===== config.mk =====
export PLATFORM = sky130hd
export DESIGN_NAME = vde_fifo
export DESIGN_NICKNAME = d
export VERILOG_FILES = /design/src/design/vde_pkg.sv /design/src/design/vde_fifo.sv
export SDC_FILE = /design/constraint.sdc
export NUM_CORES = 1
export LEC_CHECK = 0
export CORE_ASPECT_RATIO = 1.5
export CORE_MARGIN = 3
export CORE_UTILIZATION = 58
export DETAILED_ROUTE_END_ITERATION = 16
export DONT_BUFFER_PORTS = 1
export PLACE_DENSITY = 0.73
export SYNTH_ARGS = -nofsm -noshare
export SYNTH_HDL_FRONTEND = slang
export SYNTH_SLANG_ARGS = --single-unit

===== constraint.sdc =====
create_clock -name i_clk -period 6.1 [get_ports i_clk]
set_clock_uncertainty 0.1 [all_clocks]
set_input_delay 0.915 -clock i_clk [delete_from_list [all_inputs] [get_ports i_clk]]
set_output_delay 0.915 -clock i_clk [all_outputs]
set_load 0.02 [all_outputs]

===== src/design/vde_pkg.sv =====
// Shared types and constants for the vector distance engine.
// No dependencies.
package vde_pkg;

    localparam int MAX_DIM    = 256;
    localparam int COORD_BITS = 16;
    localparam int CNT_W      = $clog2(MAX_DIM + 2);
    localparam int SSD_W      = 40;
    localparam int DOT_W      = 40;
    localparam int NORM_W     = 39;
    localparam int ROOT_W     = 20;
    localparam int FIFO_DEPTH = 4;
    localparam int PTR_W      = $clog2(FIFO_DEPTH);

    localparam logic [1:0] METRIC_SQ_EUCLID = 2'd0;
    localparam logic [1:0] METRIC_EUCLID    = 2'd1;
    localparam logic [1:0] METRIC_COSINE    = 2'd2;

    // finished sums of one vector pair
    typedef struct packed {
        logic [SSD_W-1:0]         ssd;
        logic signed [DOT_W-1:0]  dot;
        logic [NORM_W-1:0]        norm_a;
        logic [NORM_W-1:0]        norm_b;
        logic                     sat;
    } t_entry;

endpackage


===== src/design/vde_fifo.sv =====
// Short queue of finished sums between front and back end.
// Uses vde_pkg.
module vde_fifo (
    input  logic            i_clk,
    input  logic            i_rst_n,
    input  logic            i_push,
    input  vde_pkg::t_entry i_push_data,
    input  logic            i_pop,
    output vde_pkg::t_entry o_pop_data,
    output logic            o_empty,
    output logic            o_almost_full
);
    import vde_pkg::*;

    t_entry           r_mem [FIFO_DEPTH];
    logic [PTR_W-1:0] r_wr, r_rd;
    logic [PTR_W:0]   r_count;

    assign o_pop_data    = r_mem[r_rd];
    assign o_empty       = r_count == '0;
    // one slot kept free for the item still in the front pipeline
    assign o_almost_full = r_count >= (PTR_W+1)'(FIFO_DEPTH - 1);

    always_ff @(posedge i_clk) begin
        if (i_push)
            r_mem[r_wr] <= i_push_data;
    end

    always_ff @(posedge i_clk) begin
        if (!i_rst_n) begin
            r_wr    <= '0;
            r_rd    <= '0;
            r_count <= '0;
        end else begin
            if (i_push)
                r_wr <= r_wr + 1'b1;
            if (i_pop)
                r_rd <= r_rd + 1'b1;
            if (i_push && !i_pop)
                r_count <= r_count + 1'b1;
            else if (!i_push && i_pop)
                r_count <= r_count - 1'b1;
        end
    end

endmodule


* After elaboration in Yosys (flattened, before gate mapping) *
Memory sizes are Yosys's and may differ from the RTL's. A register that Yosys moved wholly into a read port is not among the register bits.
Index checks and enable logic that the tools add are counted.

word-level totals
  register bits after elaboration = 7
  RAM bits = 636
  bits of input ports = 163
  output and inout port bits = 161
  word-level logic and storage cells = 21
  memories = 1

operators by class
  $add $sub $neg = 4
  order comparisons = 1
  mux-type cells = 6
  reductions and logical operators = 6

memory list
  name   depth  bits a word  read ports  clocked after Yosys merged registers in  wr ports  line            RTL
  r_mem  4      159          1           1                                        1         vde_fifo.sv:15  t_entry r_mem [FIFO_DEPTH];

operators with widths
  operator                                                            number
  2-to-1 mux 3 bit                                                    2
  adder 2 x 1 -> 2 bit (second input constant)                        2
  2-to-1 mux 2 bit                                                    2
  adder 3 x 1 -> 3 bit (second input constant)                        1
  greater-or-equal comparator 3 x 2 -> 1 bit (second input constant)  1
  logical NOT 3 bit                                                   1
  subtractor 3 x 1 -> 3 bit (second input constant)                   1
  logical AND 1 bit                                                   2
  logical NOT 1 bit                                                   2
  2-to-1 mux 1 bit                                                    2
  nonzero test 2 bit                                                  1

* Longest topological paths before layout *
  word-level depth = 4
  depth in mapped cells = 7
  mapped depth without buffers = 7

* Worst setup path before layout *
No wires, ideal clock.

  path kind = in2reg
  from = in i_push
  to = mem r_mem[0][0] in the netlist's numbering, enable pin
  setup time = 537 ps
  arrival = 4539 ps
  required time = 5463 ps
  path slack = 924 ps
  cell stages on the path = 1
  path buffers = 0
  cell sequence = and2_1

between the ends
  word-level cells in the longest chain between the ends = 2

RTL lines
  item                                    line            RTL
  from (decl)                             vde_fifo.sv:6   input logic i_push,
  2-to-1 mux 1 bit                        vde_fifo.sv:25  if (i_push)
  2-to-1 mux 1 bit (not written as such)  vde_fifo.sv:26  r_mem[r_wr] <= i_push_data;
  to (decl)                               vde_fifo.sv:15

Every way passes these cells.

==> impl_metrics.yaml <==
die:
  io_pins: 324
  initial_utilization: 0.592
  die_width_um: 170
  floorplan.rows: 89
  chipHeight_um: 252
  floorplan.core_area_sq_um: 39500
  die-area_sq_um: 42800
setup_path:
  critical_path_cell_count: 2
  reg2reg_depth: 3
  crit_path_max_incr_delay_ns: 0.95
  cp-end-kind: "output port"
  critPathTopFamily: "flip-flops"
  cp_max_fo: 44
  cpMaxStageDelayCell: "sky130_fd_sc_hd__dfxtp_4"
  crit_path_cell_trace: "buf_12 > mux4_2"
  worst-endpoint-arrival_ns: 2.67
  worstPathRequired_ns: 5.08
  timing.critical_path.buf_inv: 1
  setup.worst_path.class: "reg -> out"
  critPathLaunchType: "flop"
power_and_ir_drop:
  power.ir.vdd_worst_uv: 343
  power.static_leakage_nw: 7.87
  comb_power_share: 0.087
  clock_power_share: 0.357
  power.density_cell_area_nw_per_um2: 362
  switchingPower_mw: 2.01
  intPower_mw: 7.28
  seq_power_share: 0.555
  total_power_mw: 9.30
  power_switching_share: 0.217
clock_tree:
  cts_tree: "yes"
  postCtsSetupRepairBufs: 0
  cts_num_sinks: 645
  clock_tree.htree_level_count: 2
  cts_buffers: 56
  clk_pin_slew_worst_paths_ns: 0.07
  gates_resized_cts_repair: 0
  post_cts_hold_buffer_count: 0
  cts.path.max_buffers: 3
  root_buffer: "sky130_fd_sc_hd__clkbuf_16"
  clkLatencyLatePin_ns: 0.56
cells_and_area:
  layout-drive-gt1-share: 0.271
  syn2layout_area_growth_pct: 9.84
  multi_input_gate_area_in_the_final_layout_sq_um: 3840
  final.fill_count: 2406
  finalNetCount: 1075
  layout.cell_area.non_filler_sq_um: 25700
  ff_latch_area_sq_um: 19300
  final_cells: 1443
  num_antenna_cells: 0
run_status:
  status: "completed"
timing:
  timing.hold.ws_ns: 0.336
  timing.fmax_mhz: 271
  worst_margin_slew_ns: 1.24
  unrepaired_setup_endpoints_after_global_routing: "no"
  final.setup.tns_ns: 0
  setup_viol: 0
  final.min_clock_period_ns: 3.69
  slew_headroom: 0.172
  timing.final.hold_violations: 0
  fin_crit_sh: 0.605
  slew_viol_final: 0
global_routing:
  gr-total-overflow: 0
  track_usage: 0.194
  grt_first_pass_wirelength_mm: 61.6
  vias_in_the_first_global_route: 9685
  grt_max_degree: 160
  antenna_found_initial: 0
routing:
  post_drt_wl_per_cell_um: 28.4
  route.antenna.remaining_nets: 0
  totalWireLength_mm: 41.0
  avg_vias_per_cell: 6.24
  route.detailed.drc: 0
  num_vias: 8998
  drtIter0Drc: 538
  drt-pass1-iter-count: 4
worst_hold_path:
  hp-class: "in -> reg"
  hold_path_depth: 0
yosys:
  synth.yosys.seq_area_share: 0.824
  synth_edf_count: 636
  synth_seq_cells: 645
  ys_top_cells_by_count: "636 x sky130_fd_sc_hd__edfxtp_1, 159 x sky130_fd_sc_hd__mux4_2, 17 x sky130_fd_sc_hd__buf_2"
  synthesis.area_sq_um: 23400
  syn_area_per_cell_sq_um: 26.8
  yosys_warnings: 0
  asyncSetResetFlopFracSynth: 0
  synth_fp_nets: 1043
  synthFlopType: "sky130_fd_sc_hd__edfxtp_1"
  yosys.cell_count.top_type: "sky130_fd_sc_hd__edfxtp_1"
  yosysUniqueCellTypes: 20
  netlist.area_leader.share: 0.817
  netlist.top_cell.by_area: "sky130_fd_sc_hd__edfxtp_1"
  yosys-top-cells-area: "sky130_fd_sc_hd__edfxtp_1 82%, sky130_fd_sc_hd__mux4_2 15%, sky130_fd_sc_hd__dfxtp_1 0.77%"
  cells_after_synth: 874
placed_design:
  post-place-cells: 1348
  globalplace.congestion: 0.764
  dp.final_hpwl_mm: 23.8
  numPortBuffers: 0
  dpl_cell_area_sq_um: 23900
flow_run:
  drv.max_cap_violation_count: 0
-- flip-flops by register name, summed over array words and instances (netlist names), named ones only --
signal   flops
r_mem      636
r_count      3
r_rd         2
r_wr         2
-- per-stage QoR --
| step | worst slack [ns] | util |
|---|---|---|
| after floorplan | 0.924 | - |
| after global placement | 2.90 | 0.606 |
| after detailed placement | 2.89 | 0.606 |
| after CTS | 2.27 | 0.650 |
| after global routing | 2.19 | 0.650 |
| final | 2.41 | 0.650 |
-- logic make-up (layout without fill, tap and decap cells) --
family / after synthesis / count (layout) / share of synthesized area
and+or+nand+nor: 14 / 14 / 0.00358
DFF: 645 / 645 / 0.824
buffers and inverters: 40 / 109 / 0.0118
AOI/OAI and AO/OA: 3 / 3 / 0.000856
adders and majority gates: 6 / 6 / 0.00353
xor gates and xnor gates: 5 / 5 / 0.00187
muxes: 161 / 161 / 0.154
-- metal layers --
metal | vias up | share of wire | global-route usage
li1 | 3824 | - | -
met1 | 4758 | 0.34 | 0.232
met2 | 329 | 0.52 | 0.321
met3 | 87 | 0.095 | 0.0754
met4 | 0 | 0.041 | 0.0784
met5 | - | 0 | 0
-- area by class of cell --
class	count	share of cell area
clock buffers	71	0.0603
clock inverters	24	0.00760
inverters	4	0.000585
multi-input cells	189	0.150
flip-flops and latches	645	0.751
well taps	500	0.0244
repair buffers	10	0.00682
-- power groups by stage --
stage | sequential [mW] | combinational, mW | clock [mW]
floorplan | 5.25 | 0.687 | 0
global placement | 5.24 | 0.830 | 0
detailed placement | 5.26 | 0.831 | 0
CTS | 5.16 | 0.833 | 3.40
global route | 5.18 | 0.855 | 3.56
finish | 5.16 | 0.812 | 3.32
-- final timing paths --
check	start	endpoint	slack, ns
min reg2reg	r_count[2]	r_count[2]	0.44
min	i_push_data[128]	r_mem[2][128]	0.34
max reg2reg	r_wr[0]	r_mem[1][90]	3.67
max	flop	o_pop_data[108]	2.41
-- worst register-to-register path: stages (launching register included) --
cell	delay, ns
sky130_fd_sc_hd__dfxtp_1	0.40
sky130_fd_sc_hd__ha_1	0.17
sky130_fd_sc_hd__and2_4	0.66
sky130_fd_sc_hd__buf_4	0.72
-- layout by cell type, fill, tap and decap left out --
cell / n
sky130_fd_sc_hd__edfxtp_1: 636
sky130_fd_sc_hd__mux4_2: 159
sky130_fd_sc_hd__clkbuf_16: 57
sky130_fd_sc_hd__clkinv_2: 11
sky130_fd_sc_hd__buf_12: 8
sky130_fd_sc_hd__clkbuf_1: 7
sky130_fd_sc_hd__clkinv_1: 7
sky130_fd_sc_hd__clkbuf_8: 7
sky130_fd_sc_hd__dfxtp_1: 7
sky130_fd_sc_hd__and2_1: 5
sky130_fd_sc_hd__ha_1: 5
sky130_fd_sc_hd__inv_1: 4
sky130_fd_sc_hd__and2_4: 4
sky130_fd_sc_hd__xor2_1: 3
sky130_fd_sc_hd__bufinv_16: 3
sky130_fd_sc_hd__mux2i_1: 2
sky130_fd_sc_hd__nor2b_1: 2
sky130_fd_sc_hd__xnor2_1: 2
sky130_fd_sc_hd__dfxtp_4: 2
sky130_fd_sc_hd__clkinvlp_4: 2
sky130_fd_sc_hd__buf_4: 2
sky130_fd_sc_hd__nor3_1: 1
sky130_fd_sc_hd__a21o_1: 1
sky130_fd_sc_hd__nand2_1: 1
sky130_fd_sc_hd__o21ai_0: 1
sky130_fd_sc_hd__or3_1: 1
sky130_fd_sc_hd__a21boi_0: 1
sky130_fd_sc_hd__fa_1: 1
sky130_fd_sc_hd__clkinv_4: 1
No activity file was read; power rests on OpenSTA's default activity.
