===== src/design/vde_pkg.sv =====
// Shared types and constants for the vector distance engine.
// No dependencies.
package vde_pkg;

    localparam int MAX_DIM    = 256;
    localparam int COORD_BITS = 16;
    localparam int CNT_W      = $clog2(MAX_DIM + 2);
    localparam int SSD_W      = 40;
    localparam int DOT_W      = 40;
    localparam int NORM_W     = 39;
    localparam int ROOT_W     = 20;
    localparam int FIFO_DEPTH = 4;
    localparam int PTR_W      = $clog2(FIFO_DEPTH);

    localparam logic [1:0] METRIC_SQ_EUCLID = 2'd0;
    localparam logic [1:0] METRIC_EUCLID    = 2'd1;
    localparam logic [1:0] METRIC_COSINE    = 2'd2;

    // finished sums of one vector pair
    typedef struct packed {
        logic [SSD_W-1:0]         ssd;
        logic signed [DOT_W-1:0]  dot;
        logic [NORM_W-1:0]        norm_a;
        logic [NORM_W-1:0]        norm_b;
        logic                     sat;
    } t_entry;

endpackage


===== src/design/vde_front.sv =====
// Front end: accepts coordinate pairs, multiplies, accumulates sums.
// Pushes the finished sums of a vector into the queue. Uses vde_pkg.
module vde_front (
    input  logic                              i_clk,
    input  logic                              i_rst_n,
    input  logic                              i_accept,
    input  logic signed [vde_pkg::COORD_BITS-1:0] i_coord_a,
    input  logic signed [vde_pkg::COORD_BITS-1:0] i_coord_b,
    input  logic                              i_last_element,
    output logic                              o_push,
    output vde_pkg::t_entry                   o_push_data
);
    import vde_pkg::*;

    logic                      r_s1_vld, r_s1_last, r_s1_en, r_s1_sat;
    logic [32:0]               r_p_ssd;
    logic signed [31:0]        r_p_dot;
    logic [30:0]               r_p_na, r_p_nb;
    logic [CNT_W-1:0]          r_cnt;
    logic [SSD_W-1:0]          r_ssd;
    logic signed [DOT_W-1:0]   r_dot;
    logic [NORM_W-1:0]         r_na, r_nb;

    logic signed [16:0]        diff;
    logic signed [33:0]        diff_sq;
    logic signed [31:0]        aa, bb;
    logic [SSD_W:0]            ssd_sum;
    logic signed [DOT_W:0]     dot_sum;
    logic [NORM_W:0]           na_sum, nb_sum;
    logic [SSD_W-1:0]          n_ssd;
    logic signed [DOT_W-1:0]   n_dot;
    logic [NORM_W-1:0]         n_na, n_nb;

    assign diff    = 17'(i_coord_a) - 17'(i_coord_b);
    assign diff_sq = diff * diff;
    assign aa      = i_coord_a * i_coord_a;
    assign bb      = i_coord_b * i_coord_b;

    always_comb begin
        ssd_sum = {1'b0, r_ssd} + {{(SSD_W-32){1'b0}}, r_p_ssd};
        dot_sum = {r_dot[DOT_W-1], r_dot} + {{(DOT_W-31){r_p_dot[31]}}, r_p_dot};
        na_sum  = {1'b0, r_na} + {{(NORM_W-30){1'b0}}, r_p_na};
        nb_sum  = {1'b0, r_nb} + {{(NORM_W-30){1'b0}}, r_p_nb};
        n_ssd = r_ssd;
        n_dot = r_dot;
        n_na  = r_na;
        n_nb  = r_nb;
        if (r_s1_en) begin
            n_ssd = ssd_sum[SSD_W] ? '1 : ssd_sum[SSD_W-1:0];
            n_na  = na_sum[NORM_W] ? '1 : na_sum[NORM_W-1:0];
            n_nb  = nb_sum[NORM_W] ? '1 : nb_sum[NORM_W-1:0];
            if (dot_sum[DOT_W] != dot_sum[DOT_W-1])
                n_dot = dot_sum[DOT_W] ? {1'b1, {(DOT_W-1){1'b0}}}
                                       : {1'b0, {(DOT_W-1){1'b1}}};
            else
                n_dot = dot_sum[DOT_W-1:0];
        end
    end

    assign o_push             = r_s1_vld & r_s1_last;
    assign o_push_data.ssd    = n_ssd;
    assign o_push_data.dot    = n_dot;
    assign o_push_data.norm_a = n_na;
    assign o_push_data.norm_b = n_nb;
    assign o_push_data.sat    = r_s1_sat;

    always_ff @(posedge i_clk) begin
        if (i_accept) begin
            r_p_ssd <= diff_sq[32:0];
            r_p_dot <= i_coord_a * i_coord_b;
            r_p_na  <= aa[30:0];
            r_p_nb  <= bb[30:0];
        end
    end

    always_ff @(posedge i_clk) begin
        if (!i_rst_n) begin
            r_s1_vld  <= 1'b0;
            r_s1_last <= 1'b0;
            r_s1_en   <= 1'b0;
            r_s1_sat  <= 1'b0;
            r_cnt     <= '0;
            r_ssd     <= '0;
            r_dot     <= '0;
            r_na      <= '0;
            r_nb      <= '0;
        end else begin
            r_s1_vld <= i_accept;
            if (i_accept) begin
                r_s1_last <= i_last_element;
                r_s1_en   <= r_cnt < CNT_W'(MAX_DIM);
                r_s1_sat  <= r_cnt >= CNT_W'(MAX_DIM);
                if (i_last_element)
                    r_cnt <= '0;
                else if (r_cnt < CNT_W'(MAX_DIM))
                    r_cnt <= r_cnt + 1'b1;
                else
                    r_cnt <= CNT_W'(MAX_DIM + 1);
            end
            if (r_s1_vld) begin
                if (r_s1_last) begin
                    r_ssd <= '0;
                    r_dot <= '0;
                    r_na  <= '0;
                    r_nb  <= '0;
                end else begin
                    r_ssd <= n_ssd;
                    r_dot <= n_dot;
                    r_na  <= n_na;
                    r_nb  <= n_nb;
                end
            end
        end
    end

endmodule


===== config.mk =====
export PLATFORM = sky130hd
export DESIGN_NAME = vde_front
export DESIGN_NICKNAME = d
export VERILOG_FILES = /design/src/design/vde_pkg.sv /design/src/design/vde_front.sv
export SDC_FILE = /design/constraint.sdc
export NUM_CORES = 2
export LEC_CHECK = 0
export BUFFER_PORTS_ARGS = -buffer_cell sky130_fd_sc_hd__buf_2
export CORE_AREA = 2 2 337 339
export CTS_BUF_LIST = sky130_fd_sc_hd__clkbuf_2
export DETAILED_ROUTE_END_ITERATION = 10
export DIE_AREA = 0 0 339 341
export PLACE_DENSITY_LB_ADDON = 0.2
export SYNTH_ARGS = -nofsm -noshare
export SYNTH_HDL_FRONTEND = slang
export SYNTH_SLANG_ARGS = --single-unit

===== constraint.sdc =====
create_clock -name i_clk -period 9.73 [get_ports i_clk]
set_input_delay 0 -clock i_clk [delete_from_list [all_inputs] [get_ports i_clk]]
set_output_delay 0 -clock i_clk [all_outputs]
set_load 0.02 [all_outputs]

### Yosys cells after proc, flatten, opt, wreduce, memory -nomap -nowiden

Cells that the tools add are included.
W data, S select, Z words.

* register bits: 298
* latch bits: 0
* memory bits (writable): 0
* memory bits (read-only): 0
* bits of input ports: 36
* output and inout bits: 160
* word-level logic and storage cells: 42
* memories kept: 0

* $add $sub $neg: 6
* multipliers: 4
* divide/modulo/power cells: 0
* $lt $le $gt $ge: 2
* equal/unequal tests: 1
* shift-type cells: 0
* mux-type cells: 15
* bitwise operators: 1
* reduce and logical (&&, ||, !) cells: 0

Operators with widths (number)
* $mux W40: 7
* $mux W39: 6
* $add A39 B31 Y40: 2
* $mul A16 B16 Y31: 2
* $add A40 B32 Y41: 1
* $add A40 B33 Y41: 1
* $mul A17 B17 Y33: 1
* $mul A16 B16 Y32: 1
* $mux W9: 2
* $sub A16 B16 Y17: 1
* $add A9 B1 Y9 const B: 1
* $ge A9 B9 Y1 const B: 1
* $lt A9 B9 Y1 const B: 1
* $and A1 B1 Y1: 1
* $ne A1 B1 Y1: 1

### Longest topological paths before layout

* depth in word-level cells: 5
* gate-level depth with buffers: 40
* gate-level depth less buffers: 37

### Worst setup path after synthesis

OpenSTA, ideal clock, no wires.

* path kind: input to register
* from: in i_coord_b[1] (netlist name)
* to: reg r_p_ssd[26], data pin
* setup time: 158 ps
* arrival time: 8278 ps
* required time: 9572 ps
* setup slack: 1294 ps
* cell stages on the path: 33
* buffers on the path: 2
* cells stage by stage: inv_1 buf_1 ha_1 nor2b_1 o21a_1 o21ai_0 a21oi_1 a41o_1 o41ai_1 o21ai_0 xor2_1 inv_1 clkbuf_1 nor2_1 fa_1 fa_1 inv_1 fa_1 inv_1 fa_1 fa_1 inv_1 fa_1 inv_1 ha_1 o21a_1 o21ai_0 o31ai_1 a31oi_1 o21ai_0 o41ai_2 or4b_2 o211ai_1

* cells in the longest elaborated chain, start to end: 2

Ends and longest elaborated chain
* start, declared: RTL line vde_front.sv:8 `input logic signed [vde_pkg::COORD_BITS-1:0] i_coord_b,`
* $sub A16 B16 Y17: RTL line vde_front.sv:34 `assign diff = 17'(i_coord_a) - 17'(i_coord_b);`
* $mul A17 B17 Y33: RTL line vde_front.sv:35 `assign diff_sq = diff * diff;`
* via diff_sq[26]: RTL line vde_front.sv:25 `logic signed [33:0] diff_sq;`
* end signal, assigned: RTL line vde_front.sv:69 `r_p_ssd <= diff_sq[32:0];`
* end, declared: RTL line vde_front.sv:16 `logic [32:0] r_p_ssd;`

The timed path passes the listed nets, and every way through them passes these cells.
A chain may end at the register's enable or synchronous reset.

### Final worst setup path

Ends and elaborated chain as after synthesis.

==> metrics.md <==
| Metric | Value |
|---|---|
| CTS resizes | 0 |
| Slowest Stage Delay on Critical Path | 0.70 ns |
| Nets | 7916 |
| Worst hold-check path type | in2reg |
| Net count after synthesis | 7762 |
| Core Rows | 123 |
| CP Launch Point | i_coord_b[1] |
| Worst Path Required | 10.85 ns |
| First-pass GRT wire length | 245900 um |
| Seq/Total Area, Yosys | 12.84% |
| Worst-Skew Late Latency | 1.23 ns |
| Met3 Usage GRT | 4.707% |
| Die Wd | 339 um |
| Fillcell total | 10570 |
| Netlist cell types | 90 |
| Max cap viols | 0 |
| Die Span Y | 341 um |
| Final hold violation count | 0 |
| HPWL after DPL | 121100 um |
| GR Layer Usage met1 | 36.17% |
| Total negative setup slack | 0 ns |
| Netlist Area Pre-Place | 0.05567 mm^2 |
| RSZ-0062 raised after global routing | no |
| GR Util All Layers | 26.93% |
| Global route hottest layer | met2 |
| Most common cell after layout, fill and taps aside | inv_1 |
| Crit share post-route | 93.15% |
| Top area cells in the synthesized netlist | fa_1 36%, ha_1 11%, inv_1 8.5% |
| Slew at the pin closest to its max-slew limit | 1.181 ns |
| Remaining antenna violation count | 0 |
| Pre-antenna DRT Iters | 6 |
| Drt total wl | 152100 um |
| Post-synth EDFFs | 124 |
| # DRC | 0 |
| Most frequent cells in the layout | 1268 x inv_1, 994 x fa_1, 586 x nand2_1 |
| Vias | 43520 |
| Reg2reg setup slack | 5.07 ns |
| Worst R2R Path Depth | 11 |
| CTS Root Cell | clkbuf_2 |
| CP endpoint kind | flip-flop |
| TritonCTS clock tree | done |
| Largest area contributor in the netlist | fa_1 |
| IO Pins | 196 |
| Min Clock Period, post-route | 9.064 ns |
| Post-CTS Setup Inserts | 0 |
| Crit path arrival time | 10.18 ns |
| Clk slew on worst S/H paths | 0.11 ns |
| Async SR Flop Fraction | 0% |
| GR Util met2 | 44.62% |
| Worst R2R End | r_ssd[1] |
| Outcome | complete, no violations |
| Avg Inst Size Synth | 8.925 um^2 |
| Max-slew violations | 0 |
| Syn Inst Count | 6238 |
| Die footprint | 0.1156 mm^2 |
| Grt total ovfl | 0 |
| CP max FO | 11 |
| Worst Setup Start Kind | primary input |
| Most used cell, CP | fa_1 |
| Total clock buffers created by CTS | 87 |
| Core area | 0.1119 mm^2 |
| Share of post-route cells with drive strength above 1 | 7.472% |
| Antenna violations before repair | 15 |
| Clock Sink Count | 295 |
| Via/cell ratio | 5.461 |
| F_max | 110.3 MHz |
| Final setup vio count | 0 |
| Worst setup margin | 0.6662 ns |
| YS warnings | 0 |
| Starting Density | 49.76% |
| Worst Skew | 0.09105 ns |
| H-Tree Depth | 3 |
| WL per Instance | 19.08 um |
| Max Root-Sink Buffers | 3 |
| Synth top area share | 35.74% |
| Pre-CTS setup slack | 0.7251 ns |
| Synthesis-to-layout area growth | 6.657% |
| Vias in the first global route | 45590 |
| Relative slew slack | 20.95% |
| Number of port buffers | 195 |
| CP Class | in2reg |
| GPL Wtd Cong | 0.9066 |
| Pin count of the biggest net entering global routing | 159 |
| Setup crit end | r_p_ssd[26] |
| Worst R2R Start | r_p_ssd[18] |
| Slowest cell on the critical path | dlygate4sd3_1 |
| Starting DRT DRC Count | 2866 |
| Top FF cell, synth | dfxtp_1 |
| #FFs+latches synth | 295 |
[sequential cells by signal (all words and copies together) (netlist names)]
register and cells:
r_p_na 30, r_cnt 9, r_na 39, r_s1_en 1, r_ssd 40, r_p_ssd 32
r_p_dot 32, r_s1_vld 1, r_dot 40, r_nb 39, r_s1_sat 1, r_s1_last 1
r_p_nb 30
[kinds of logic (layout without fill, tap and decap cells)]
kind of cell	count (synthesis)	in the layout	share of synthesized area [%]
compound gates	1048	1048	12.46
buf+inv	1517	1743	10.30
flops	295	295	12.84
mux	27	27	0.5529
other cells	0	5	0
simple gates	1581	1581	12.58
xor+xnor	282	282	4.436
fa+ha+maj	1488	1488	46.85
[final cells by class]
type	instances	area (um^2)	area share, %
Multi-Input combinational cell	4426	42810	72.10
Sequential cell	295	7151	12.04
Inverter	1284	4820	8.117
Tap cell	1500	1877	3.161
Timing Repair Buffer	298	1858	3.129
Clock buffer	129	645.6	1.087
Clock inverter	32	201.4	0.3393
Antenna cell	5	12.51	0.02107
[worst max-delay path: cells and delay by family]
family          cells  cell delay (ns)
compound gates     13             2.85
fa+ha+maj           8             3.59
xor+xnor            1             0.19
simple gates        3             1.07
buf+inv            11             2.48
[cell usage after synthesis, drive strengths merged (63+ instances only)]
cell type / count
nand2: 588
a21o: 117
a31oi: 95
fa: 994
nor2: 526
xor2: 101
dfxtp: 171
edfxtp: 124
nor3: 67
o21ai: 190
nand3: 69
inv: 1272
ha: 494
a21oi: 278
xnor2: 181
clkbuf: 206
a22o: 63
and2: 97
[per-layer routing]
layer  part of all wire [%]  up-vias
met5                  0.038        -
met4                    2.8        8
met3                    7.4      259
met2                     47     1337
met1                     42    21720
li1                       -    20200
[stage by stage]
stage          utilization [%]  hold slack [ns]  instances  instance area [um^2]
6_report                 53.07           0.2497       7969                 59380
5_1_grt                  53.07           0.1930       7968                 59380
4_1_cts                  53.06          0.06757       7964                 59370
3_5_place_dp             52.03           0.3491       7774                 58210
3_3_place_gp             52.03           0.3478       7774                 58210
2_1_floorplan                -          0.09887       6238                 55670
[worst min-delay path by stage]
stage,start,slack [ns],depth (start not counted),endpoint
2_1_floorplan,i_coord_a[0],0.1,0,r_p_na[0]
3_3_place_gp,i_last_element,0.35,3,r_s1_last
3_5_place_dp,i_last_element,0.35,3,r_s1_last
4_1_cts,i_coord_a[3],0.07,7,r_p_dot[3]
5_1_grt,i_coord_a[3],0.19,7,r_p_dot[3]
6_report,i_coord_a[3],0.25,7,r_p_dot[3]
[repair_timing]
action / 4_1_cts / 5_1_grt
setup endpoints to repair: 0 / 0
hold endpoints to repair: 249 / 0
hold buffers: 29 / 0
Power is not shown: default switching activity piles up to over one toggle a cycle in this logic, so the estimate is an artifact.
