$ cat src/design/vde_pkg.sv
// Shared types and constants for the vector distance engine.
// No dependencies.
package vde_pkg;

    localparam int MAX_DIM    = 256;
    localparam int COORD_BITS = 16;
    localparam int CNT_W      = $clog2(MAX_DIM + 2);
    localparam int SSD_W      = 40;
    localparam int DOT_W      = 40;
    localparam int NORM_W     = 39;
    localparam int ROOT_W     = 20;
    localparam int FIFO_DEPTH = 4;
    localparam int PTR_W      = $clog2(FIFO_DEPTH);

    localparam logic [1:0] METRIC_SQ_EUCLID = 2'd0;
    localparam logic [1:0] METRIC_EUCLID    = 2'd1;
    localparam logic [1:0] METRIC_COSINE    = 2'd2;

    // finished sums of one vector pair
    typedef struct packed {
        logic [SSD_W-1:0]         ssd;
        logic signed [DOT_W-1:0]  dot;
        logic [NORM_W-1:0]        norm_a;
        logic [NORM_W-1:0]        norm_b;
        logic                     sat;
    } t_entry;

endpackage

$ cat src/design/vde_sqrt.sv
// Bit-serial integer square root, two radicand bits per cycle.
// Uses vde_pkg.
module vde_sqrt (
    input  logic                        i_clk,
    input  logic                        i_rst_n,
    input  logic                        i_start,
    input  logic [vde_pkg::SSD_W-1:0]   i_value,
    output logic                        o_done,
    output logic [vde_pkg::ROOT_W-1:0]  o_root
);
    import vde_pkg::*;

    localparam int REM_W = ROOT_W + 4;
    localparam int STEP_W = $clog2(ROOT_W);

    logic                r_busy, r_done;
    logic [STEP_W-1:0]   r_step;
    logic [SSD_W-1:0]    r_val;
    logic [REM_W-1:0]    r_rem;
    logic [ROOT_W-1:0]   r_root;
    logic [REM_W-1:0]    rem_sh, trial;

    assign rem_sh = {r_rem[REM_W-3:0], r_val[SSD_W-1 -: 2]};
    assign trial  = {2'b00, r_root, 2'b01};
    assign o_done = r_done;
    assign o_root = r_root;

    always_ff @(posedge i_clk) begin
        if (i_start) begin
            r_val  <= i_value;
            r_rem  <= '0;
            r_root <= '0;
        end else if (r_busy) begin
            r_val <= {r_val[SSD_W-3:0], 2'b00};
            if (rem_sh >= trial) begin
                r_rem  <= rem_sh - trial;
                r_root <= {r_root[ROOT_W-2:0], 1'b1};
            end else begin
                r_rem  <= rem_sh;
                r_root <= {r_root[ROOT_W-2:0], 1'b0};
            end
        end
    end

    always_ff @(posedge i_clk) begin
        if (!i_rst_n) begin
            r_busy <= 1'b0;
            r_done <= 1'b0;
            r_step <= '0;
        end else begin
            r_done <= 1'b0;
            if (i_start) begin
                r_busy <= 1'b1;
                r_step <= '0;
            end else if (r_busy) begin
                r_step <= r_step + 1'b1;
                if (r_step == STEP_W'(ROOT_W - 1)) begin
                    r_busy <= 1'b0;
                    r_done <= 1'b1;
                end
            end
        end
    end

endmodule

$ cat src/design/vde_back.sv
// Back end: takes finished sums from the queue and computes the metric.
// Uses vde_pkg and vde_sqrt.
module vde_back (
    input  logic                        i_clk,
    input  logic                        i_rst_n,
    input  logic [1:0]                  i_metric,
    input  logic                        i_empty,
    input  vde_pkg::t_entry             i_entry,
    output logic                        o_pop,
    output logic                        o_valid,
    input  logic                        i_stall,
    output logic [vde_pkg::SSD_W-1:0]   o_distance,
    output logic                        o_saturated
);
    import vde_pkg::*;

    typedef enum logic [5:0] {
        S_IDLE = 6'b000001,
        S_SQA  = 6'b000010,
        S_SQB  = 6'b000100,
        S_MUL  = 6'b001000,
        S_DIV  = 6'b010000,
        S_OUT  = 6'b100000
    } t_state;

    localparam logic [SSD_W-1:0] ONE_Q16 = SSD_W'(65536);

    t_state              r_state;
    t_entry              r_ent;
    logic [1:0]          r_metric;
    logic [ROOT_W-1:0]   r_ra;
    logic [SSD_W-1:0]    r_den;
    logic [SSD_W:0]      r_rem;
    logic [15:0]         r_q;
    logic [3:0]          r_qcnt;
    logic [SSD_W-1:0]    r_dist;
    logic                r_sat;

    logic                sq_start, sq_done;
    logic [SSD_W-1:0]    sq_value;
    logic [ROOT_W-1:0]   sq_root;
    logic [SSD_W-1:0]    mag;
    logic [SSD_W:0]      rem2;
    logic [15:0]         q_next;

    vde_sqrt u_sqrt (
        .i_clk   (i_clk),
        .i_rst_n (i_rst_n),
        .i_start (sq_start),
        .i_value (sq_value),
        .o_done  (sq_done),
        .o_root  (sq_root)
    );

    assign o_pop       = (r_state == S_IDLE) && !i_empty;
    assign o_valid     = r_state == S_OUT;
    assign o_distance  = r_dist;
    assign o_saturated = r_sat;

    assign mag    = r_ent.dot[DOT_W-1] ? SSD_W'(-r_ent.dot) : SSD_W'(r_ent.dot);
    assign rem2   = {r_rem[SSD_W-1:0], 1'b0};
    assign q_next = {r_q[14:0], rem2 >= {1'b0, r_den}};

    always_comb begin
        sq_start = 1'b0;
        sq_value = i_entry.ssd;
        unique case (r_state)
            S_IDLE: begin
                if (!i_empty) begin
                    if (i_metric == METRIC_EUCLID)
                        sq_start = 1'b1;
                    else if (i_metric == METRIC_COSINE &&
                             i_entry.norm_a != '0 && i_entry.norm_b != '0) begin
                        sq_start = 1'b1;
                        sq_value = SSD_W'(i_entry.norm_a);
                    end
                end
            end
            S_SQA: begin
                if (sq_done && r_metric == METRIC_COSINE) begin
                    sq_start = 1'b1;
                    sq_value = SSD_W'(r_ent.norm_b);
                end
            end
            S_SQB, S_MUL, S_DIV, S_OUT: ;
            default: ;
        endcase
    end

    always_ff @(posedge i_clk) begin
        if (!i_rst_n) begin
            r_state <= S_IDLE;
        end else begin
            unique case (r_state)
                S_IDLE: begin
                    if (!i_empty) begin
                        r_ent    <= i_entry;
                        r_metric <= i_metric;
                        r_sat    <= i_entry.sat;
                        if (sq_start) begin
                            r_state <= S_SQA;
                        end else begin
                            r_dist  <= (i_metric == METRIC_COSINE) ? ONE_Q16 : i_entry.ssd;
                            r_state <= S_OUT;
                        end
                    end
                end
                S_SQA: begin
                    if (sq_done) begin
                        if (r_metric == METRIC_COSINE) begin
                            r_ra    <= sq_root;
                            r_state <= S_SQB;
                        end else begin
                            r_dist  <= SSD_W'(sq_root);
                            r_state <= S_OUT;
                        end
                    end
                end
                S_SQB: begin
                    if (sq_done) begin
                        r_den   <= r_ra * sq_root;
                        r_state <= S_MUL;
                    end
                end
                S_MUL: begin
                    // ratio reaches one exactly when |dot| >= den
                    if (mag >= r_den) begin
                        r_dist  <= r_ent.dot[DOT_W-1] ? ONE_Q16 + ONE_Q16 : '0;
                        r_state <= S_OUT;
                    end else begin
                        r_rem   <= {1'b0, mag};
                        r_q     <= '0;
                        r_qcnt  <= '0;
                        r_state <= S_DIV;
                    end
                end
                S_DIV: begin
                    r_q    <= q_next;
                    r_qcnt <= r_qcnt + 1'b1;
                    r_rem  <= q_next[0] ? rem2 - {1'b0, r_den} : rem2;
                    if (r_qcnt == 4'd15) begin
                        r_dist  <= r_ent.dot[DOT_W-1] ? ONE_Q16 + SSD_W'(q_next)
                                                      : ONE_Q16 - SSD_W'(q_next);
                        r_state <= S_OUT;
                    end
                end
                S_OUT: begin
                    if (!i_stall)
                        r_state <= S_IDLE;
                end
                default: r_state <= S_IDLE;
            endcase
        end
    end

endmodule

$ cat config.mk
export PLATFORM = sky130hd
export DESIGN_NAME = vde_back
export DESIGN_NICKNAME = d
export VERILOG_FILES = /design/src/design/vde_pkg.sv /design/src/design/vde_sqrt.sv /design/src/design/vde_back.sv
export SDC_FILE = /design/constraint.sdc
export NUM_CORES = 2
export LEC_CHECK = 0
export ABC_AREA = 1
export BUFFER_PORTS_ARGS = -buffer_cell sky130_fd_sc_hd__buf_2
export CAP_MARGIN = 20
export CELL_PAD_IN_SITES_DETAIL_PLACEMENT = 0
export CELL_PAD_IN_SITES_GLOBAL_PLACEMENT = 1
export CORE_ASPECT_RATIO = 1.75
export CORE_MARGIN = 2
export CORE_UTILIZATION = 43
export CTS_CLUSTER_SIZE = 25
export DETAILED_ROUTE_END_ITERATION = 6
export HOLD_SLACK_MARGIN = 0.03
export PLACE_DENSITY = 0.77
export SLEW_MARGIN = 20
export SYNTH_ARGS = -nofsm -noshare
export SYNTH_HDL_FRONTEND = slang
export SYNTH_SLANG_ARGS = --single-unit
$ cat constraint.sdc
create_clock -name i_clk -period 7.8 [get_ports i_clk]
set_input_delay 1.56 -clock i_clk [delete_from_list [all_inputs] [get_ports i_clk]]
set_output_delay 1.56 -clock i_clk [all_outputs]
set_load 0.02 [all_outputs]
=== After elaboration in Yosys (flattened, before gate mapping) ===
Cells that the tools add are included.

* Word-level logic and storage cells: 114
* Register bits: 336
* Input port bits: 165
* Memories: 0
* Latch bits: 0
* RAM bits: 0
* Bits in read-only memories: 0

* Eq/ne operators: 20
* Multipliers: 1
* Reductions and logical operators: 18
* Muxes and demuxes: 45
* Shift-type cells: 0
* Add/subtract/negate cells: 7
* Bitwise operators: 3
* Magnitude comparators: 3
* Div/mod/pow operators: 0

{| class="wikitable"
|+ Operator list
! cell !! count
|-
| $mux W40 || 17
|-
| $pmux W40 S2 || 2
|-
| $pmux W40 S4 || 1
|-
| $reduce_bool A39 Y1 || 2
|-
| $mux W6 || 8
|-
| $ge A41 B40 Y1 || 1
|-
| $ge A40 B40 Y1 || 1
|-
| $mul A20 B20 Y40 || 1
|-
| $neg A40 Y40 || 1
|-
| $sub A40 B40 Y40 || 1
|-
| $pmux W6 S6 || 1
|-
| $pmux W15 S2 || 1
|-
| $ge A24 B22 Y1 || 1
|-
| $mux W22 || 1
|-
| $sub A22 B22 Y22 || 1
|-
| $add A17 B16 Y18 const A || 1
|-
| $mux W18 || 1
|-
| $sub A17 B16 Y18 const A || 1
|-
| $mux W15 || 1
|-
| $ne A2 B2 Y1 const B || 7
|-
| $mux W1 || 9
|-
| $reduce_and A3 Y1 || 3
|-
| $pmux W4 S2 || 1
|-
| $reduce_and A8 Y1 || 1
|-
| 24 further kinds || 32
|}

=== Longest topological paths before layout ===
* Depth in word-level cells: 10
* Gate-level depth with buffers: 28

=== Cells and area by module ===
From an unflattened synthesis, not the netlist that was laid out.

* Cells, all modules: 4405
* Area total of the unflattened synthesis: 34662.0 µm²

{| class="wikitable"
|+ By module, submodules not included
! module !! seq. area each (µm²) !! area each (µm²) !! cells an instance !! times used
|-
| vde_back || 7357.1 || 29597.1 || 3693 || 1
|-
| vde_sqrt || 2182.1 || 5064.9 || 712 || 1
|}

=== Least setup slack after synthesis ===
No wires, ideal clock.

* Path kind: input to register
* Start point: in i_rst_n
* End point: reg r_sat (netlist: o_saturated) (enable)
* Arrival: 7276 ps
* Stages: 2
* Slack: -100 ps
* Setup time: 624 ps
* Data required time: 7176 ps
* Cell sequence: inv_1 > nor3_1

* Cells in the longest elaborated chain, start to end: 1

{| class="wikitable"
|+ RTL lines
! what !! line !! text
|-
| start, declared || vde_back.sv:5 || <nowiki>input logic i_rst_n,</nowiki>
|-
| $reduce_and A3 Y1 (no line) || -- ||
|-
| end signal, assigned || vde_back.sv:99 || <nowiki>r_sat <= i_entry.sat;</nowiki>
|-
| end, declared || vde_back.sv:37 || <nowiki>logic r_sat;</nowiki>
|}

No other way between the ends.
A chain may end at the register's enable or synchronous reset.

=== Final worst setup path ===
* Start point: reg r_ra[6]
* End point: reg r_den[27], data pin

* Cells in the longest elaborated chain, start to end: 1

{| class="wikitable"
|+ RTL lines
! what !! line !! text
|-
| start, declared || vde_back.sv:31 || <nowiki>logic [ROOT_W-1:0] r_ra;</nowiki>
|-
| start signal, assigned || vde_back.sv:111 || <nowiki>r_ra <= sq_root;</nowiki>
|-
| $mul A20 B20 Y40 || vde_back.sv:121 || <nowiki>r_den <= r_ra * sq_root;</nowiki>
|-
| end signal, assigned || vde_back.sv:121 ||
|-
| end, declared || vde_back.sv:32 || <nowiki>logic [SSD_W-1:0] r_den;</nowiki>
|}

No other way between the ends.

==> impl_summary.md <==
Placed design
The weighted congestion at the end of routability-driven global placement is slightly below 1. Input and output buffers added on the ports amount to 207. At the placement stage, the worst setup path has a slack of between 0.02 and 0.03 ns. Once detailed placement completed, the half-perimeter wirelength came to roughly 90,000 um.

Clock network
The maximum buffer depth of the clock tree is 3. The number of levels in the clock H-tree is 2. Buffers inserted to repair hold after CTS numbered 0. The source-to-sink clock delay at the later pin of the worst-skew pair is approximately 0.6 ns. Clock tree synthesis found a total of approximately 340 sinks.

The root buffer cell chosen for the clock tree is sky130_fd_sc_hd__clkbuf_16. The clock tree from TritonCTS is done. After clock tree synthesis, the clock-pin slew on the worst setup and hold paths is around 0.06 ns.

The number of buffers inserted during clock tree synthesis is 39.

Yosys
The async set or reset register ratio after synthesis is 0%. Sequential cells were found to cover about 28% of the synthesized design area. The synthesized design devotes to its leading area cell type 24.6% of total area. Ranked by total cell area, the synthesized netlist is headed by sky130_fd_sc_hd__edfxtp_1 (25%), sky130_fd_sc_hd__fa_1 (19%), sky130_fd_sc_hd__nand2_1 (10%). The biggest area contributor in the post-synthesis netlist is sky130_fd_sc_hd__edfxtp_1. The most used flip-flop cell after synthesis is sky130_fd_sc_hd__edfxtp_1. By count the netlist is led by sky130_fd_sc_hd__nand2_1 (931), sky130_fd_sc_hd__inv_1 (901), sky130_fd_sc_hd__nor2_1 (360). The number of distinct library cells after synthesis is around 70.

The synthesized design contains roughly 340 register bits. Each instance of the synthesized netlist takes up on average around 8.1 sq um. Yosys mapped a number of flops with a built-in enable equal to 281. The synthesis warning total is 0.

Among all cell types in the netlist, the one instantiated most often is sky130_fd_sc_hd__nand2_1. The number of nets produced by synthesis is approximately 5,000. Summing every instance area after synthesis gives ~34,000 sq um.

The post-synthesis instance total is approximately 4,200.

Power and ir drop
The proportion of power drawn by combinational gates is between 40 and 50%. The total power per unit cell area is between 200 and 250 nW/um^2. The proportion of total power due to net switching is 42.2%.

The share of total power dissipated in the clock network is a little under a quarter. For this design the static power due to leakage is ~20 nW. Across the VDD grid, the largest voltage drop is 0.275 mV. The cell internal power dissipation is about 4.7 mW. Sequential cells account for between 30% and 40% of the total power.

For this design the total switching power over the nets is between 3 and 4 mW.

Worst setup path
The highest cell delay on the worst timing path is 0.88 ns. The endpoint class of the critical path is a register. The number of buffers and inverters on the critical path is 7. Data on the critical path is required at its endpoint by between 8 and 9 ns. STA puts the critical path data arrival time at between 7 and 8 ns. The maximum fanout along the worst path is 18. Traced cell by cell, the critical path runs through nand2_1, fa_1, inv_1, fa_1, inv_1, fa_1, inv_1, fa_1, fa_1, fa_1, inv_1, fa_1, inv_1, ha_1, nand2_1, nor2_1, inv_1, nor2_1, inv_1, nor4_2, a21oi_1, o21ai_0, xor2_1. The worst setup path is launched from a register. The cell family contributing the most delay on the critical path is adder cells. The setup path with the least slack is of type register to register.

The slowest cell on the critical path is sky130_fd_sc_hd__edfxtp_1.

Timing
At the pin with the least slew margin, the transition time is around 1 ns. Derived from the worst setup path, the maximum achievable clock frequency is between 0.1 and 0.15 GHz. The post-route setup TNS is 0 ns. Setup repair after global routing left no endpoint under its margin. The minimum setup slack in the final design is between 0.4 and 0.5 ns.

The largest clock skew in the final design is between 0.03 and 0.04 ns. The share of the clock period used by the worst path after layout is between 90% and 100%. Setup violations remaining at the end of the flow were counted as 0. The final count of hold timing violations is 0. The max-slew violation count came to 0. The relative slew slack is between 30 and 40%. The routed design could run at a clock period as short as 7.32 ns.

Routing
The DRC violation count after routing is 0. The total routed wirelength is between 100,000 and 150,000 um. For this run, the detailed router's first-pass iteration total came to 6.

The detailed router finished its first iteration with 1,677 violations. The average wire per standard cell is a little over 20 um. The total via count in the routed design is between 20,000 and 30,000. In this run the remaining antenna-violating nets after routing total 0. In the routed layout, each cell is associated on average with a via count of between 5 and 6.

Floorplan
Row generation in the floorplan step produced 137 rows. The core box area is 79,400 sq um. 208 I/O pins were placed. The die outline area is 82,100 sq um. The width of the die is about 220 um. Measured along the y axis, the die boundary spans between 300 and 400 um. The starting density of the core is 43.2%.

GRT
The number of antenna violations at the first check in global routing is 2. For this run the aggregate overflow at the end of global routing stands at 0. The first global-routing pass estimated between 150,000 and 200,000 um of wire. The global routing usage summed across all routing layers is roughly 28%. The largest net degree at the start of global routing is between 60 and 70.

The number of global-route vias before repair was 30,000.

Layout
The area growth from synthesis to layout is 10.2%. The fraction of layout instances using a drive strength above 1 is a little under a tenth. At the end of the flow, the number of nets in the layout was around 5,000.

Hold path
The min-delay analysis places its worst path in the category register to register.

Flow run
The number of maximum-capacitance violations is 0.

Status
The run finished with clean final reports.
[logic make-up (layout without fill, tap and decap cells)]
group,Yosys count,after routing,synth area share (%)
AOI/OAI and AO/OA,583,583,9.89
xor gates and xnor gates,117,117,3.06
adders and majority gates,577,577,28.1
buffers and inverters,1065,1252,12.0
DFF,336,336,27.8
muxes,1,1,0.0292
other,0,1,0
and+or+nand+nor,1569,1569,19.1
[power by group through the flow]
stage	Sequential [mW]	Combinational, mW	Clock, mW
after floorplan	2.61	2.59	0
after global placement	2.59	3.57	0
after detailed placement	2.59	3.60	0
after CTS	2.56	3.62	1.94
after global routing	2.59	4.08	2.00
final	2.56	3.60	1.91
[registers in the layout, summed over array words and instances, names as in the netlist]
signal	count
r_q	15
u_sqrt.r_step	5
u_sqrt.o_done	1
r_metric	2
u_sqrt.o_root	20
r_rem	40
r_state	6
u_sqrt.r_rem	22
u_sqrt.r_busy	1
o_distance	40
u_sqrt.r_val	40
o_saturated	1
r_ent	79
r_ra	20
r_den	40
r_qcnt	4
[timing repair]
item | in CTS | in global routing
setup buffers | 0 | 1
endpoints found under the setup margin | 0 | 4
gates resized for setup | 0 | 3
[metal layers]
layer	vias to the layer above	wire length (um)	track usage, %
li1	13700	-	-
met5	-	15	0
met1	13900	39400	28.1
met3	296	3900	2.58
met4	2	8720	18.5
met2	769	61500	53.1
[cells in the final DEF, fill, tap and decap left out, types with 47 or more instances in the layout]
master                     synthesis  final
sky130_fd_sc_hd__o21ai_1          47     47
sky130_fd_sc_hd__a21oi_1         188    188
sky130_fd_sc_hd__o21ai_0         166    166
sky130_fd_sc_hd__nor2_1          360    356
sky130_fd_sc_hd__dfxtp_1          55     53
sky130_fd_sc_hd__inv_1           901    901
sky130_fd_sc_hd__edfxtp_1        281    281
sky130_fd_sc_hd__buf_2            32    207
sky130_fd_sc_hd__buf_4             6     55
sky130_fd_sc_hd__fa_1            321    321
sky130_fd_sc_hd__nand3_1         106    105
sky130_fd_sc_hd__nand2_1         931    931
sky130_fd_sc_hd__xor2_1           70     70
sky130_fd_sc_hd__ha_1            256    256
[final cells by class]
type                       instances  area [sq um]
fill                            8000         41600
multi-input combinational       2847         20700
sequential                       336          9540
inverter                         916          3440
timing repair buffer             264          1480
tap                             1042          1300
clock buffer                      41           983
clock inverter                    31           325
antenna                            1          2.50
[worst reg2reg max path: stages (launching register included)]
cell and delay (ns):
sky130_fd_sc_hd__edfxtp_1 0.88, sky130_fd_sc_hd__nand2_1 0.18, sky130_fd_sc_hd__fa_1 0.55, sky130_fd_sc_hd__inv_1 0.05, sky130_fd_sc_hd__fa_1 0.49, sky130_fd_sc_hd__inv_1 0.05
sky130_fd_sc_hd__fa_1 0.48, sky130_fd_sc_hd__inv_1 0.06, sky130_fd_sc_hd__fa_1 0.50, sky130_fd_sc_hd__fa_1 0.53, sky130_fd_sc_hd__fa_1 0.55, sky130_fd_sc_hd__inv_1 0.05
sky130_fd_sc_hd__fa_1 0.52, sky130_fd_sc_hd__inv_1 0.04, sky130_fd_sc_hd__ha_1 0.39, sky130_fd_sc_hd__nand2_1 0.13, sky130_fd_sc_hd__nor2_1 0.20, sky130_fd_sc_hd__inv_1 0.06
sky130_fd_sc_hd__nor2_1 0.08, sky130_fd_sc_hd__inv_1 0.10, sky130_fd_sc_hd__nor4_2 0.51, sky130_fd_sc_hd__a21oi_1 0.26, sky130_fd_sc_hd__o21ai_0 0.24, sky130_fd_sc_hd__xor2_1 0.23
[path summary, 6_finish.rpt]
path | start | end | slack (ns) | cells past startpoint
setup reg to reg | r_ra[6] | r_den[27] | 0.48 | 23
hold reg to reg | u_sqrt.r_rem[20] | u_sqrt.r_rem[20] | 0.46 | 2
setup / recovery | r_ra[6] | r_den[27] | 0.48 | 23
hold / removal | u_sqrt.r_rem[20] | u_sqrt.r_rem[20] | 0.46 | 2
[per-stage QoR]
step / utilization, % / total power [mW] / area (sq um) / std cells / hold WS, ns
after floorplan: - / 5.19 / 34300 / 4248 / 0.429
after global placement: 45.9 / 6.16 / 36400 / 5404 / 0.455
after global routing: 47.6 / 8.67 / 37800 / 5478 / 0.488
after CTS: 47.6 / 8.12 / 37700 / 5476 / 0.465
after detailed placement: 45.9 / 6.19 / 36400 / 5404 / 0.455
final: 47.6 / 8.07 / 37800 / 5478 / 0.461
No activity file was read; power rests on OpenSTA's default activity.
